### config.mk
export PLATFORM = sky130hd
export DESIGN_NAME = hss_ram
export DESIGN_NICKNAME = d
export VERILOG_FILES = /design/src/rtl/hmm_sequence_sampler_defines.svh /design/src/rtl/hss_ram.sv
export SDC_FILE = /design/constraint.sdc
export NUM_CORES = 2
export LEC_CHECK = 0
export BUFFER_PORTS_ARGS = -buffer_cell sky130_fd_sc_hd__buf_2
export CORE_MARGIN = 2
export CORE_UTILIZATION = 51
export CTS_CLUSTER_DIAMETER = 100
export DETAILED_ROUTE_END_ITERATION = 16
export PLACE_DENSITY_LB_ADDON = 0.25
export SYNTH_ARGS = -nofsm -noshare
export SYNTH_HDL_FRONTEND = slang
export SYNTH_SLANG_ARGS = --single-unit
export TNS_END_PERCENT = 30
### constraint.sdc
create_clock -name i_clk -period 3.2 [get_ports i_clk]
set_input_delay 0.64 -clock i_clk [delete_from_list [all_inputs] [get_ports i_clk]]
set_output_delay 0.64 -clock i_clk [all_outputs]
set_load 0.02 [all_outputs]
### src/rtl/hmm_sequence_sampler_defines.svh
// Assertion macros shared by the sampler RTL.
// Depends on nothing; included by the files that carry assertions.
`ifndef HMM_SEQUENCE_SAMPLER_DEFINES_SVH
`define HMM_SEQUENCE_SAMPLER_DEFINES_SVH

// Same-cycle implication under synchronous active-low reset
`define HSS_ASSERT_NOW(label, ante, cons, msg) \
    label: assert property (@(posedge i_clk) disable iff (!i_rst_n) (ante) |-> (cons)) \
        else $error(msg);

// Next-cycle implication under synchronous active-low reset
`define HSS_ASSERT_NXT(label, ante, cons, msg) \
    label: assert property (@(posedge i_clk) disable iff (!i_rst_n) (ante) |=> (cons)) \
        else $error(msg);

`endif

### src/rtl/hss_ram.sv
// Generic single-write, single-read synchronous RAM with registered read data.
// No dependencies; holds the probability tables of the sampler.
`timescale 1ns / 1ps

module hss_ram #(
    parameter int DEPTH = 256,
    parameter int WIDTH = 16,
    localparam int AW   = $clog2(DEPTH)
) (
    input  logic             i_clk,
    input  logic             i_we,
    input  logic [AW-1:0]    i_waddr,
    input  logic [WIDTH-1:0] i_wdata,
    input  logic [AW-1:0]    i_raddr,
    output logic [WIDTH-1:0] o_rdata
);

    logic [WIDTH-1:0] mem [DEPTH];
    logic [WIDTH-1:0] r_rdata;

    // Write port
    always_ff @(posedge i_clk) begin
        if (i_we) begin
            mem[i_waddr] <= i_wdata;
        end
    end

    // Read port with registered read data
    always_ff @(posedge i_clk) begin
        r_rdata <= mem[i_raddr];
    end

    assign o_rdata = r_rdata;

endmodule

==> out/metrics.yaml <==
synthesis:
  ys_ff_latch: 4112
  ys_seq_area_share_pct: 77.70
  synth.yosys.warnings: 0
  synth-edff-count: 4096
  synthArstFlopShare_pct: 0
  synthFlopType: "edfxtp_1"
  synth_nets: 7394
  syn_area_per_cell_um2: 21.56
  synth_area_um2: 158700
  syn_inst: 7360
  synth.distinct_cells: 52
global_route:
  antenna_found_initial: 25
  overflow: 0
  grt_usage_pct: 26.61
  grt_pass1_wl_um: 599400
  grt_start_max_net_pins: 103
  grt_pass1_vias: 80540
worst_setup_path:
  crit_fanout: 1
  critPathCaptureType: "register"
  worstSetupStartpointType: "register"
  reg2reg_depth: 6
  required_ns: 4.03
  cp_data_arrival_time_ns: 3.93
  path_class: "reg2reg"
routing:
  route.detailed.drc: 0
  firstDrtPassIters: 6
  drt_iter0_drc: 11104
  num_vias: 81648
  routed_via_density: 6.375
  ant_nets: 1
  routed_wl_um: 422300
  avgRoutedWirePerCell_um: 32.97
timing:
  period_needed_ns: 3.103
  max_freq_mhz: 322.3
  final.setup_skew_ns: 0.07057
  tightest_slew_ns: 1.363
  rsz0062_at_grt: "no"
  slew_headroom_pct: 6.761
  slew_violations: 0
  finalHoldViolations: 0
  finalCritPeriodShare_pct: 96.96
  setup_viol: 0
  setup_ws_ns: 0.09742
  timing.hold.ws_ns: 0.07623
floorplan:
  start_util_pct: 51.30
  dieArea_um2: 315700
  ios: 50
  die_h_um: 561.9
  die_w_um: 561.9
  fp-row-count: 204
  core_um2: 309400
run_status:
  status: "finished with violations"
  violations: "antenna rules"
placement:
  dp.cells: 12044
  dp_hpwl_um: 262900
  port_buffers: 49
  gp_congestion: 0.8798
  dp_worst_setup_slack_ns: -0.8717
final_layout:
  post-route-util_pct: 59.50
  area_growth_pct: 15.97
  num-nets-final: 8368
  final_cells: 12808
  drive_gt1_share_pct: 29.10
clock_network:
  cts_tree: "built"
  postCtsResizedCells: 0
  clk_pin_slew_ns: 0.06
  cts_setup_buffers: 0
  cts.sinks: 4112
  clkLatencyLatePin_ns: 0.96
  ctsLongestPathBuffers: 4
  ctsHoldBuffers: 0
  cts-root-buf: "clkbuf_16"
  htree_levels: 5
  numCtsBuffers: 408
power:
  peakVddDrop_mv: 0.4555
  power.leakage_nw: 59.68
  power.density_nw_per_um2: 610.2
min_path:
  holdPathStages: 1
  hold_class: "in2reg"
job:
  maxCapViolations: 0
[cell usage in the layout (no fill, tap or decap), types with 17 or more instances in the layout]
cell / count
mux2i_1: 565
a22oi_1: 43
nand3_1: 26
mux2_2: 88
nor3_1: 90
clkbuf_1: 100
a211oi_1: 18
nand4_1: 26
buf_2: 28
buf_4: 817
clkinv_1: 90
nor4_1: 17
buf_12: 152
nor2_2: 36
clkbuf_16: 411
o32ai_1: 20
buf_8: 17
clkinv_2: 69
edfxtp_1: 4096
mux4_2: 797
a22o_1: 32
a221oi_1: 27
o21ai_0: 37
bufinv_16: 29
o221ai_1: 252
o22ai_1: 148
a21oi_1: 175
nor2_1: 267
nand2_1: 38
[worst paths after layout]
kind,endpoint,from,slack (ns)
worst max-delay path,o_rdata[2],mem[55][2],0.1
worst min-delay path,mem[186][4],i_wdata[4],0.08
worst max register to register,o_rdata[2],mem[55][2],0.1
worst min register to register,o_rdata[7],mem[200][7],1.08
[layer usage]
| layer | global-route usage, % | part of all wire [%] | vias up |
|---|---|---|---|
| met5 | 0.2560 | 0.041 | - |
| met4 | 9.329 | 3.7 | 10 |
| met3 | 4.710 | 9.9 | 684 |
| met2 | 41.44 | 47 | 4421 |
| met1 | 38.27 | 39 | 43268 |
| li1 | - | - | 33265 |
[flip-flops by register name (all words and copies together), names as in the netlist]
signal,flops
mem,4096
o_rdata,16
[cells by family (layout without fill, tap and decap cells)]
group                  after synthesis  after routing  share of synthesized area, %
flip-flops                        4112           4112                         77.70
multiplexers                      1450           1450                         15.50
AO/OA/AOI/OAI                      786            786                         3.537
AND/OR/NAND/NOR                    556            556                         1.574
buffers and inverters              456           1769                         1.693
other                                0             15                             0
[area by class of cell]
type,count,area [µm²]
timing repair buffer,1016,9597
tap,4120,5155
fill,21718,125300
sequential,4112,123300
multi-input combinational,2792,32890
clock inverter,228,2242
clock buffer,521,10800
antenna,15,37.54
inverter,4,27.53
[cells in the mapped netlist, types with 35 or more instances]
cell | count | area share (%)
a22oi_1 | 43 | 0.20
buf_2 | 76 | 0.24
nor3_1 | 92 | 0.29
mux2i_1 | 565 | 3.6
o22ai_1 | 148 | 0.58
o221ai_1 | 252 | 1.4
nor2_1 | 304 | 0.72
edfxtp_1 | 4096 | 77
buf_6 | 77 | 0.55
clkbuf_1 | 230 | 0.54
nand2_1 | 38 | 0.090
o21ai_0 | 37 | 0.12
nand3_1 | 35 | 0.11
a21oi_1 | 175 | 0.55
mux4_2 | 797 | 11
mux2_2 | 88 | 0.62
[worst max-delay path: stages, from the launching register on]
cell and delay, ns:
edfxtp_1 0.36, mux4_2 0.50, mux4_2 0.48, a22o_1 0.41, o32ai_1 0.89, buf_4 0.27, nor4_1 0.05
[stage by stage]
stage / power [mW] / setup TNS [ns] / cell area (µm²)
6_report: 112.3 / 0 / 184100
3_3_place_gp: 66.73 / -8.172 / 171000
3_5_place_dp: 66.85 / -8.054 / 171000
2_1_floorplan: 63.53 / 0 / 158700
5_1_grt: 115.2 / 0 / 184000
4_1_cts: 112.9 / 0 / 184000
[where the power goes]
group          switching, mW  leakage [nW]  total [mW]  internal [mW]
combinational           3.91          16.4        6.31           2.40
sequential            0.0817          36.9        59.5           59.4
clock                   20.2          6.34        46.6           26.3
(Power assumes the default switching activity.)
