### src/rtl/hmm_sequence_sampler_defines.svh
// Assertion macros shared by the sampler RTL.
// Depends on nothing; included by the files that carry assertions.
`ifndef HMM_SEQUENCE_SAMPLER_DEFINES_SVH
`define HMM_SEQUENCE_SAMPLER_DEFINES_SVH

// Same-cycle implication under synchronous active-low reset
`define HSS_ASSERT_NOW(label, ante, cons, msg) \
    label: assert property (@(posedge i_clk) disable iff (!i_rst_n) (ante) |-> (cons)) \
        else $error(msg);

// Next-cycle implication under synchronous active-low reset
`define HSS_ASSERT_NXT(label, ante, cons, msg) \
    label: assert property (@(posedge i_clk) disable iff (!i_rst_n) (ante) |=> (cons)) \
        else $error(msg);

`endif

### src/rtl/hss_pkg.sv
// Shared types, constants and helpers for the HMM sequence sampler.
// No dependencies; used by hss_walk and hmm_sequence_sampler.
`timescale 1ns / 1ps

package hss_pkg;

    localparam int MAX_STATES  = 16;
    localparam int MAX_SYMBOLS = 16;
    localparam int PROB_BITS   = 16;
    localparam int IDX_W       = 4;
    localparam int CNT_W       = 5;
    localparam int ACC_W       = PROB_BITS + IDX_W;
    localparam int TRANS_DEPTH = MAX_STATES * MAX_STATES;
    localparam int EMIS_DEPTH  = MAX_STATES * MAX_SYMBOLS;

    typedef enum logic [2:0] {
        CMD_LOAD_INIT  = 3'd0,
        CMD_LOAD_TRANS = 3'd1,
        CMD_LOAD_EMIS  = 3'd2,
        CMD_START      = 3'd3,
        CMD_EMIT       = 3'd4
    } t_cmd;

    typedef enum logic [1:0] {
        ST_IDLE,
        ST_RUN,
        ST_HOLD
    } t_state;

    typedef enum logic {
        REG_NUM_STATES  = 1'b0,
        REG_NUM_SYMBOLS = 1'b1
    } t_reg;

    typedef struct packed {
        logic [2:0]           cmd;
        logic [IDX_W-1:0]     row_index;
        logic [IDX_W-1:0]     col_index;
        logic [PROB_BITS-1:0] prob_value;
        logic [PROB_BITS-1:0] rand_first;
        logic [PROB_BITS-1:0] rand_second;
    } t_in_item;

    typedef struct packed {
        logic [IDX_W-1:0] symbol;
        logic [IDX_W-1:0] next_state;
    } t_out_item;

    // Request from the sequencer into a table walker
    typedef struct packed {
        logic                 go;
        logic [CNT_W-1:0]     size;
        logic [PROB_BITS-1:0] rnd;
    } t_walk_req;

    // Status from a table walker back to the sequencer
    typedef struct packed {
        logic [IDX_W-1:0] rd_addr;
        logic             done;
        logic [IDX_W-1:0] index;
    } t_walk_rsp;

    // Map a count register onto 1..max
    function automatic logic [CNT_W-1:0] clamp_count(input logic [CNT_W-1:0] v,
                                                      input logic [CNT_W-1:0] maxv);
        logic [CNT_W-1:0] res;
        begin
            if (v == '0) begin
                res = CNT_W'(1);
            end else if (v > maxv) begin
                res = maxv;
            end else begin
                res = v;
            end
            return res;
        end
    endfunction

endpackage

### src/rtl/hss_walk.sv
// Table walker: streams one row out of a RAM and finds the cumulative-sum hit.
// Depends on hss_pkg and the assertion macros in hmm_sequence_sampler_defines.svh.
`timescale 1ns / 1ps
`include "hmm_sequence_sampler_defines.svh"

module hss_walk (
    input  logic                           i_clk,
    input  logic                           i_rst_n,
    input  hss_pkg::t_walk_req             i_req,
    input  logic [hss_pkg::PROB_BITS-1:0]  i_rd_data,
    output hss_pkg::t_walk_rsp             o_rsp
);

    logic                          r_issuing, n_issuing;
    logic [hss_pkg::IDX_W-1:0]     r_addr, n_addr;
    logic                          r_dvalid, n_dvalid;
    logic [hss_pkg::IDX_W-1:0]     r_didx, n_didx;
    logic [hss_pkg::ACC_W-1:0]     r_acc, n_acc;
    logic                          r_done, n_done;
    logic [hss_pkg::IDX_W-1:0]     r_index, n_index;
    logic [hss_pkg::PROB_BITS-1:0] r_rnd, n_rnd;
    logic [hss_pkg::IDX_W-1:0]     r_last, n_last;
    logic [hss_pkg::ACC_W-1:0]     sum;
    logic                          hit;

    // Running sum and first-hit test on the entry that just came back
    assign sum = r_acc + hss_pkg::ACC_W'(i_rd_data);
    assign hit = r_dvalid && !r_done &&
                 ((hss_pkg::ACC_W'(r_rnd) <= sum) || (r_didx == r_last));

    // Issue one address a cycle, accumulate one entry a cycle
    always_comb begin
        n_issuing = r_issuing;
        n_addr    = r_addr;
        n_dvalid  = 1'b0;
        n_didx    = r_didx;
        n_acc     = r_acc;
        n_done    = r_done;
        n_index   = r_index;
        n_rnd     = r_rnd;
        n_last    = r_last;
        if (i_req.go) begin
            n_issuing = 1'b1;
            n_addr    = '0;
            n_acc     = '0;
            n_done    = 1'b0;
            n_rnd     = i_req.rnd;
            n_last    = hss_pkg::IDX_W'(i_req.size - hss_pkg::CNT_W'(1));
        end else begin
            if (r_issuing) begin
                n_dvalid = 1'b1;
                n_didx   = r_addr;
                n_addr   = r_addr + hss_pkg::IDX_W'(1);
                if (r_addr == r_last) begin
                    n_issuing = 1'b0;
                end
            end
            if (r_dvalid && !r_done) begin
                n_acc = sum;
                if (hit) begin
                    n_done    = 1'b1;
                    n_index   = r_didx;
                    n_issuing = 1'b0;
                    n_dvalid  = 1'b0;
                end
            end
        end
    end

    // Control state
    always_ff @(posedge i_clk) begin
        if (!i_rst_n) begin
            r_issuing <= 1'b0;
            r_dvalid  <= 1'b0;
            r_done    <= 1'b0;
        end else begin
            r_issuing <= n_issuing;
            r_dvalid  <= n_dvalid;
            r_done    <= n_done;
        end
    end

    // Datapath
    always_ff @(posedge i_clk) begin
        r_addr  <= n_addr;
        r_didx  <= n_didx;
        r_acc   <= n_acc;
        r_index <= n_index;
        r_rnd   <= n_rnd;
        r_last  <= n_last;
    end

    assign o_rsp.rd_addr = r_addr;
    assign o_rsp.done    = r_done;
    assign o_rsp.index   = r_index;

    `HSS_ASSERT_NXT(a_last_entry_ends, (r_dvalid && !r_done && r_didx == r_last && !i_req.go), r_done, "walker passed the last entry without finishing")
    `HSS_ASSERT_NOW(a_index_in_row, r_done, (r_index <= r_last), "walker result beyond row size")
    `HSS_ASSERT_NOW(a_done_from_data, $rose(r_done), $past(r_dvalid), "walker finished without read data")

endmodule

### config.mk
export PLATFORM = sky130hd
export DESIGN_NAME = hss_walk
export DESIGN_NICKNAME = d
export VERILOG_FILES = /design/src/rtl/hss_pkg.sv /design/src/rtl/hss_walk.sv
export VERILOG_INCLUDE_DIRS = /design/src /design/src/rtl
export SDC_FILE = /design/constraint.sdc
export NUM_CORES = 1
export LEC_CHECK = 0
export BUFFER_PORTS_ARGS = -buffer_cell sky130_fd_sc_hd__buf_2
export CORE_ASPECT_RATIO = 0.75
export CORE_MARGIN = 5
export CORE_UTILIZATION = 45
export CTS_CLUSTER_SIZE = 12
export DETAILED_ROUTE_END_ITERATION = 8
export GPL_ROUTABILITY_DRIVEN = 0
export PLACE_DENSITY_LB_ADDON = 0.15
export SETUP_SLACK_MARGIN = 0.5
export SLEW_MARGIN = 15
export SYNTH_ARGS = -nofsm -noshare
export SYNTH_HDL_FRONTEND = slang
export SYNTH_SLANG_ARGS = --single-unit
### constraint.sdc
create_clock -name i_clk -period 6.35 [get_ports i_clk]
set_input_delay 0.635 -clock i_clk [delete_from_list [all_inputs] [get_ports i_clk]]
set_output_delay 0.635 -clock i_clk [all_outputs]
set_load 0.05 [all_outputs]
==> results of run 1 <==
==> per-stage QoR <==
step / hold slack, ns / instance area, µm² / total power, W
after floorplan: 0.440 / 3340 / 0.000527
after global placement: 0.450 / 3660 / 0.000572
after detailed placement: 0.454 / 3660 / 0.000576
after CTS: 0.470 / 3760 / 0.000793
after global routing: 0.467 / 3760 / 0.000831
final: 0.471 / 3760 / 0.000787
==> synthesized netlist by cell type, types with 2 or more instances <==
cell and number:
sky130_fd_sc_hd__nand3b_1 2, sky130_fd_sc_hd__a22oi_1 2, sky130_fd_sc_hd__dfxtp_1 27, sky130_fd_sc_hd__a21boi_0 3
sky130_fd_sc_hd__nand2_1 22, sky130_fd_sc_hd__nor2_1 32, sky130_fd_sc_hd__nand4_1 9, sky130_fd_sc_hd__nor2b_1 4
sky130_fd_sc_hd__and4_1 2, sky130_fd_sc_hd__and2_1 8, sky130_fd_sc_hd__clkbuf_1 9, sky130_fd_sc_hd__a31oi_1 4
sky130_fd_sc_hd__xor2_1 15, sky130_fd_sc_hd__inv_1 14, sky130_fd_sc_hd__nor3_1 8, sky130_fd_sc_hd__nand2b_1 3
sky130_fd_sc_hd__a211o_1 2, sky130_fd_sc_hd__a221oi_1 2, sky130_fd_sc_hd__o211ai_1 3, sky130_fd_sc_hd__a21oi_1 25
sky130_fd_sc_hd__o21a_1 8, sky130_fd_sc_hd__a21o_1 6, sky130_fd_sc_hd__o21ai_0 21, sky130_fd_sc_hd__edfxtp_1 28
sky130_fd_sc_hd__ha_1 34, sky130_fd_sc_hd__o31ai_1 2, sky130_fd_sc_hd__xnor2_1 14, sky130_fd_sc_hd__nand3_1 7
sky130_fd_sc_hd__a211oi_1 6
==> final timing paths <==
| kind | from | depth (start not counted) | to |
|---|---|---|---|
| worst min register to register | r_acc[10]$_SDFFE_PP0P_ | 2 | r_acc[10]$_SDFFE_PP0P_ |
| worst max-delay path | i_rd_data[0] | 19 | r_index[0]$_DFFE_PP_ |
| worst min-delay path | r_acc[10]$_SDFFE_PP0P_ | 2 | r_acc[10]$_SDFFE_PP0P_ |
| worst max register to register | r_acc[0]$_SDFFE_PP0P_ | 18 | r_index[0]$_DFFE_PP_ |
==> area by class of cell <==
| type | count | area, µm² |
|---|---|---|
| inverter | 14 | 52.6 |
| timing repair buffer | 48 | 243 |
| clock buffer | 6 | 82.6 |
| sequential | 55 | 1380 |
| clock inverter | 2 | 20.0 |
| tap | 101 | 126 |
| fill | 733 | 3530 |
| multi-input combinational | 262 | 1860 |
==> metal layers <==
metal | up-vias | share of wire (%) | global-route usage, % | wire length, µm
met5 | - | 0 | 0 | 0
met4 | 0 | 0.79 | 3.06 | 57
met3 | 8 | 5.3 | 2.92 | 384
met2 | 47 | 41 | 22.6 | 2940
met1 | 1168 | 53 | 25.0 | 3810
li1 | 1340 | - | - | -
==> logic make-up (layout without fill, tap and decap cells) <==
| family | Yosys count | in the layout | share of synthesized area, % |
|---|---|---|---|
| compound gates | 94 | 94 | 18.8 |
| xor+xnor | 29 | 29 | 7.60 |
| fa+ha+maj | 35 | 35 | 13.3 |
| simple gates | 103 | 103 | 15.5 |
| flops | 55 | 55 | 41.3 |
| buf+inv | 25 | 70 | 3.14 |
| mux | 1 | 1 | 0.299 |
==> sequential cells by signal, summed over array words and instances, names as in the netlist <==
register	cells
r_acc	20
r_addr	4
r_didx	4
r_done	1
r_dvalid	1
r_index	4
r_issuing	1
r_last	4
r_rnd	16
==> worst reg2reg max path: stages, from the launching register on <==
cell	delay, ns
sky130_fd_sc_hd__dfxtp_1	0.33
sky130_fd_sc_hd__ha_1	0.22
sky130_fd_sc_hd__inv_1	0.08
sky130_fd_sc_hd__fa_1	0.20
sky130_fd_sc_hd__nor2b_1	0.07
sky130_fd_sc_hd__o31a_1	0.28
sky130_fd_sc_hd__o21a_1	0.24
sky130_fd_sc_hd__o21ai_0	0.41
sky130_fd_sc_hd__a21oi_1	0.18
sky130_fd_sc_hd__nor3_1	0.24
sky130_fd_sc_hd__xor2_1	0.12
sky130_fd_sc_hd__ha_1	0.29
sky130_fd_sc_hd__nand4_1	0.14
sky130_fd_sc_hd__or4_1	0.45
sky130_fd_sc_hd__a21o_1	0.17
sky130_fd_sc_hd__a31o_2	0.24
sky130_fd_sc_hd__a21oi_1	0.25
sky130_fd_sc_hd__a21oi_1	0.15
sky130_fd_sc_hd__and2_1	0.28
==> power groups by stage <==
stage	sequential [W]	combinational, W	clock (W)
after floorplan	0.000418	0.000109	0
after global placement	0.000416	0.000156	0
after detailed placement	0.000416	0.000160	0
after CTS	0.000408	0.000161	0.000224
after global routing	0.000411	0.000180	0.000241
final	0.000408	0.000161	0.000219
==> run summary, run 1 <==
=================================================================================
Outcome                                                              finished, final reports clean
Average wire length per cell after detail routing                         14.7 µm
Number of DRC violations after detailed-routing iteration 0                   122
Top post-synthesis cells by area                                     sky130_fd_sc_hd__edfxtp_1, sky130_fd_sc_hd__dfxtp_1, sky130_fd_sc_hd__ha_1
HPWL Detailed                                                             5480 µm
Max FO, Critical Path                                                           4
Port buffer count                                                              47
Clock insertion delay at the later pin of the skew report                 0.32 ns
Number of maximum-capacitance violations                                        0
Number of placed cells counting well taps                                     480
Remaining antenna violation count after routing                                 0
Synthesized netlist net count                                                 417
CTS sink cnt                                                                   55
Net switching power of the design                                      0.000234 W
Area growth from synthesis to layout                                        12.5%
CTS tree                                                                    built
Vias in the first global route                                               2383
Avg Vias per Cell                                                            5.25
Peak VDD IR                                                           0.0000980 V
Global router's overall resource usage                                      15.9%
Post-route minimum period                                                 4.68 ns
Cell type with the highest occurrence count on the critical path     sky130_fd_sc_hd__a21oi_1
Post-Synthesis Cells                                                          342
Post-cts hold buffer count                                                      0
Worst R2R Setup Slack                                                     1.76 ns
Unrepaired setup endpoints after global routing                                no
Net switching fraction of the power                                         29.7%
Post-route clock period utilization                                         73.7%
Commonest non-fill, non-tap cell in the layout                       sky130_fd_sc_hd__buf_2
PwrDens                                                                209 nW/µm²
Vias                                                                         2563
Proportion of power drawn by flip-flops and latches                         51.8%
Fraction of final layout cells with drive strength greater than 1           16.0%
Number of optimization iterations in the first detailed-route pass              4
Proportion of netlist area held by the largest area contributor             25.1%
Cell accounting for the most synthesized area                        sky130_fd_sc_hd__edfxtp_1
Critical path, cell by cell                                          buf_2 -> ha_1 -> inv_1 -> fa_1 -> nor2b_1 -> o31a_1 -> o21a_1 -> o21ai_0 -> a21oi_1 -> nor3_1 -> xor2_1 -> ha_1 -> nand4_1 -> or4_1 -> a21o_1 -> a31o_2 -> a21oi_1 -> a21oi_1 -> and2_1
Post-synthesis average cell area                                         9.78 µm²
Number of buffers inserted to repair setup after CTS                            0
Setup slack after layout                                                  1.67 ns
Cell Count, Final, Fillers Out                                                488
Worst-path clk slew                                                       0.11 ns
Number of register bits inferred by synthesis                                  55
Top library cells by usage in the layout, fill and taps aside        sky130_fd_sc_hd__buf_2, sky130_fd_sc_hd__ha_1, sky130_fd_sc_hd__nor2_1
Total Die Area                                                           9270 µm²
Library cell used as clock root buffer                               sky130_fd_sc_hd__clkbuf_8
Total grt overflow                                                              0
Number of distinct library cells after synthesis                               49
Total of warnings raised by yosys                                               0
Die width                                                                  110 µm
Final sum of negative setup slack                                            0 ns
Type of the setup path with the least slack                          primary input to flip-flop
Area of the mapped netlist                                               3340 µm²
Die H                                                                     84.6 µm
Actual slew at the worst max-slew pin                                     1.06 ns
Initial antenna violation count                                                 0
Post-route clock skew                                                  0.00944 ns
Critical path required time                                               6.42 ns
Rows                                                                           27
Core Util, Final                                                            51.6%
CP top delay family                                                  compound AO/OA/AOI/OAI gates
Pin count of the biggest net entering global routing                           45
Number of buffers created by CTS                                                5
Core outline area                                                        7300 µm²
DR DRC count                                                                    0
Starting utilization of the core area                                       45.8%
Biggest cell delay along the critical path                                0.45 ns
Seq/Total Area, Yosys                                                       41.3%
Post-CTS sizing                                                                 0
Endpoint type of the worst setup path                                   flip-flop
Number of endpoints with negative hold slack in the final report                0
Critical path buffers and inverters                                             2
First-pass GRT wire length                                               11600 µm
Startpoint types                                                     primary input
Maximum count of clock buffers along a single path                              2
Critical Path Slowest Stage Cell                                     sky130_fd_sc_hd__or4_1
Pleak                                                                     1.55 nW
Final layout net count                                                        461
Ys async rst share                                                             0%
Total wire length after detailed routing                                  7200 µm
Hold crit path type                                                  flip-flop to flip-flop
Number of enable flip-flop cells after synthesis                               28
H-tree levels                                                                   2
Final setup fails                                                               0
Combinational share of power                                                20.4%
Number of top-level pins                                                       49
Fraction of power consumed by the clock network                             27.8%
Tightest slew margin relative to the limit                                  29.4%
Total internal power                                                   0.000554 W
Number of antenna diodes                                                        0
Post-synth top flop                                                  sky130_fd_sc_hd__edfxtp_1
Max Fclk                                                                  214 MHz
Worst setup slack before clock tree synthesis                             1.34 ns
Total count of max-transition violations in the final report                    0
Crit path DAT                                                             4.75 ns
=================================================================================
(Power assumes the default switching activity.)
==> run 2: changes to the inputs <==
- clock period: 6.35 -> 4 ns (I/O delays scaled with it)
==> run 2 against run 1 <==
  * Critical path depth down 1
  * Register-to-register slack worse by 1.7 ns
  * Hold slack worse by 0.23 ns
  * Sequential share of layout area down 2.5 points
==> run summary, run 2 (synthesized netlist as in run 1, its figures left out) <==
=================================================================================
Outcome                                                              finished, final reports clean
Post-route clock period utilization                                         97.9%
Number of DRC violations after detailed-routing iteration 0                   114   -6.6%
Layout fillers                                                                690   -5.9%
Rows                                                                           27   unchanged
Area growth from synthesis to layout                                        20.7%
CTS tree                                                                    built
CP Depth                                                                       18   -1
Port buffer count                                                              47   unchanged
Endpoint type of the worst setup path                                   flip-flop
Reg with most FFs                                                           r_acc
Max Fclk                                                                  255 MHz
Post-cts hold buffer count                                                      0   unchanged
Type of the setup path with the least slack                          flip-flop to flip-flop
DR DRC count                                                                    0   unchanged
Critical path, cell by cell                                          ha_4 -> inv_2 -> fa_2 -> nor2b_2 -> o31a_1 -> o21a_1 -> o21ai_4 -> a21oi_2 -> nor3_2 -> xor2_1 -> ha_1 -> nand4_1 -> or4_4 -> a21o_1 -> a31o_2 -> a21oi_4 -> a21oi_2 -> and2_4
Top library cells by usage in the layout, fill and taps aside        sky130_fd_sc_hd__buf_2, sky130_fd_sc_hd__nor2_1, sky130_fd_sc_hd__ha_1
CP top delay family                                                  compound AO/OA/AOI/OAI gates
Core outline area                                                        7300 µm²   unchanged
Critical register-to-register path endpoint                          r_index[1]$_DFFE_PP_
Peak VDD IR                                                            0.000204 V   +110%
Global router's overall resource usage                                      16.1%   +0.25 points
Tightest slew margin relative to the limit                                  22.8%   -6.6 points
Die width                                                                  110 µm   unchanged
Hold crit path type                                                  primary input to flip-flop
Total wire length after detailed routing                                  7370 µm   +2.4%
Total count of max-transition violations in the final report                    0   unchanged
Critical Path Start                                                  r_acc[0]$_SDFFE_PP0P_
Critical path required time                                               4.10 ns   -2.32 ns
Unrepaired setup endpoints after global routing                               yes
Avg Vias per Cell                                                            5.27   +0.32%
Final layout net count                                                        486   +5.4%
Number of antenna diodes                                                        0   unchanged
Number of flip-flops in the largest register                                   20   unchanged
Cell Count, Final, Fillers Out                                                513   +5.1%
Max FO, Critical Path                                                           4   unchanged
Multi-input combinational cell area                                      1940 µm²   +4.6%
Actual slew at the worst max-slew pin                                     1.16 ns   +0.0990 ns
Pin count of the biggest net entering global routing                           45   unchanged
Crit path DAT                                                             4.01 ns   -0.74 ns
Number of endpoints with negative hold slack in the final report                0   unchanged
Number of top-level pins                                                       49   unchanged
Vias                                                                         2703   +5.5%
Number of maximum-capacitance violations                                        0   unchanged
Worst-path clk slew                                                       0.12 ns   about the same
Area occupied by registers                                               1380 µm²   about the same
Post-route clock skew                                                  0.00768 ns   -0.00176 ns
CTS sink cnt                                                                   55   unchanged
Total Power                                                             0.00130 W   +64%
Starting utilization of the core area                                       45.8%   unchanged
Cell type with the highest occurrence count on the critical path     sky130_fd_sc_hd__a21oi_2
H-tree levels                                                                   2   unchanged
Critical path buffers and inverters                                             1   -1
Origin of the critical flop-to-flop path                             r_acc[0]$_SDFFE_PP0P_
Biggest cell delay along the critical path                                0.45 ns   about the same
Fraction of final layout cells with drive strength greater than 1           25.0%   +9.0 points
Total grt overflow                                                              0   unchanged
HPWL Detailed                                                             5510 µm   +0.65%
Library cell used as clock root buffer                               sky130_fd_sc_hd__clkbuf_8
Average wire length per cell after detail routing                         14.4 µm   -2.6%
Biggest regs                                                         r_acc (20), r_rnd (16)
Final setup fails                                                               0   unchanged
Total Die Area                                                           9270 µm²   unchanged
Number of optimization iterations in the first detailed-route pass              4   unchanged
Post-route minimum period                                                 3.91 ns
Worst R2R Setup Slack                                                     0.09 ns   -1.67 ns
Number of cell instances on the worst register-to-register path                18   unchanged
Critical Path Slowest Stage Cell                                     sky130_fd_sc_hd__or4_4
Startpoint types                                                        flip-flop
Pleak                                                                     1.68 nW   +8.3%
First-pass GRT wire length                                               12100 µm   +3.9%
Vias in the first global route                                               2643   +11%
Die H                                                                     84.6 µm   unchanged
Number of buffers created by CTS                                                5   unchanged
PwrDens                                                                321 nW/µm²   +53%
Maximum count of clock buffers along a single path                              2   unchanged
Number of placed cells counting well taps                                     500   +4.2%
Commonest non-fill, non-tap cell in the layout                       sky130_fd_sc_hd__buf_2
Core Util, Final                                                            55.3%   +3.8 points
Endpoint of the worst setup timing path                              r_index[1]$_DFFE_PP_
Remaining antenna violation count after routing                                 0   unchanged
Clock insertion delay at the later pin of the skew report                 0.32 ns   about the same
Initial antenna violation count                                                 0   unchanged
=================================================================================
==> run 2: cell count changes in the layout (fill, tap and decap cells not counted), moves of 2 or more <==
| cell | change |
|---|---|
| sky130_fd_sc_hd__buf_4 | +25 |
| sky130_fd_sc_hd__a21oi_1 | -5 |
| sky130_fd_sc_hd__a21oi_2 | +4 |
| sky130_fd_sc_hd__a21boi_0 | -2 |
| sky130_fd_sc_hd__a21boi_1 | +2 |
| sky130_fd_sc_hd__ha_1 | -2 |
| sky130_fd_sc_hd__ha_4 | +2 |
==> run 2: where the power goes <==
| group | internal, W | switching, W |
|---|---|---|
| clock | 0.000133 | 0.000219 |
| sequential | 0.000626 | 0.0000213 |
| combinational | 0.000138 | 0.000158 |
| total | 0.000897 | 0.000398 |
==> run 2: final cells by class <==
| class | instances | share of cell area (%) |
|---|---|---|
| clock buffers | 5 | 1.70 |
| clock inverters | 3 | 0.837 |
| inverters | 14 | 1.30 |
| multi-input cells | 262 | 48.1 |
| flip-flops and latches | 55 | 34.3 |
| well taps | 101 | 3.13 |
| repair buffers | 73 | 10.7 |
==> run 2: how the worst min path moves through the flow <==
stage,to,start,cells past startpoint,slack (ns)
5_1_grt,r_rnd[12]$_DFFE_PP_,i_req[12],1,0.23
3_3_place_gp,r_acc[10]$_SDFFE_PP0P_,r_acc[10]$_SDFFE_PP0P_,2,0.45
3_5_place_dp,r_acc[10]$_SDFFE_PP0P_,r_acc[10]$_SDFFE_PP0P_,2,0.46
2_1_floorplan,r_acc[10]$_SDFFE_PP0P_,r_acc[10]$_SDFFE_PP0P_,2,0.44
4_1_cts,r_rnd[7]$_DFFE_PP_,i_req[7],1,0.24
6_report,r_rnd[7]$_DFFE_PP_,i_req[7],1,0.24
==> run 2: per-layer routing <==
metal	wire, µm	vias to the layer above	GRT usage, %	share of wire [%]
met5	0	-	0	0
met4	72	0	3.74	0.98
met3	312	7	2.84	4.2
met2	3320	48	26.2	45
met1	3670	1255	22.3	50
li1	-	1393	-	-
==> run 2: repair_timing <==
action / CTS / global route
endpoints found under the setup margin: 7 / 7
setup buffers: 4 / 1
resized for setup: 5 / 3
pin swaps: 5 / 4
cloned: 0 / 0
==> run 2: per-stage QoR <==
step,setup TNS (ns),hold WS (ns),cell area (µm²),worst slack (ns)
2_1_floorplan,0,0.440,3400,0.334
3_3_place_gp,-0.550,0.447,3870,-0.133
3_5_place_dp,-0.970,0.458,3870,-0.186
4_1_cts,0,0.236,4020,0.0615
5_1_grt,-0.870,0.226,4040,-0.145
6_report,0,0.243,4040,0.0858
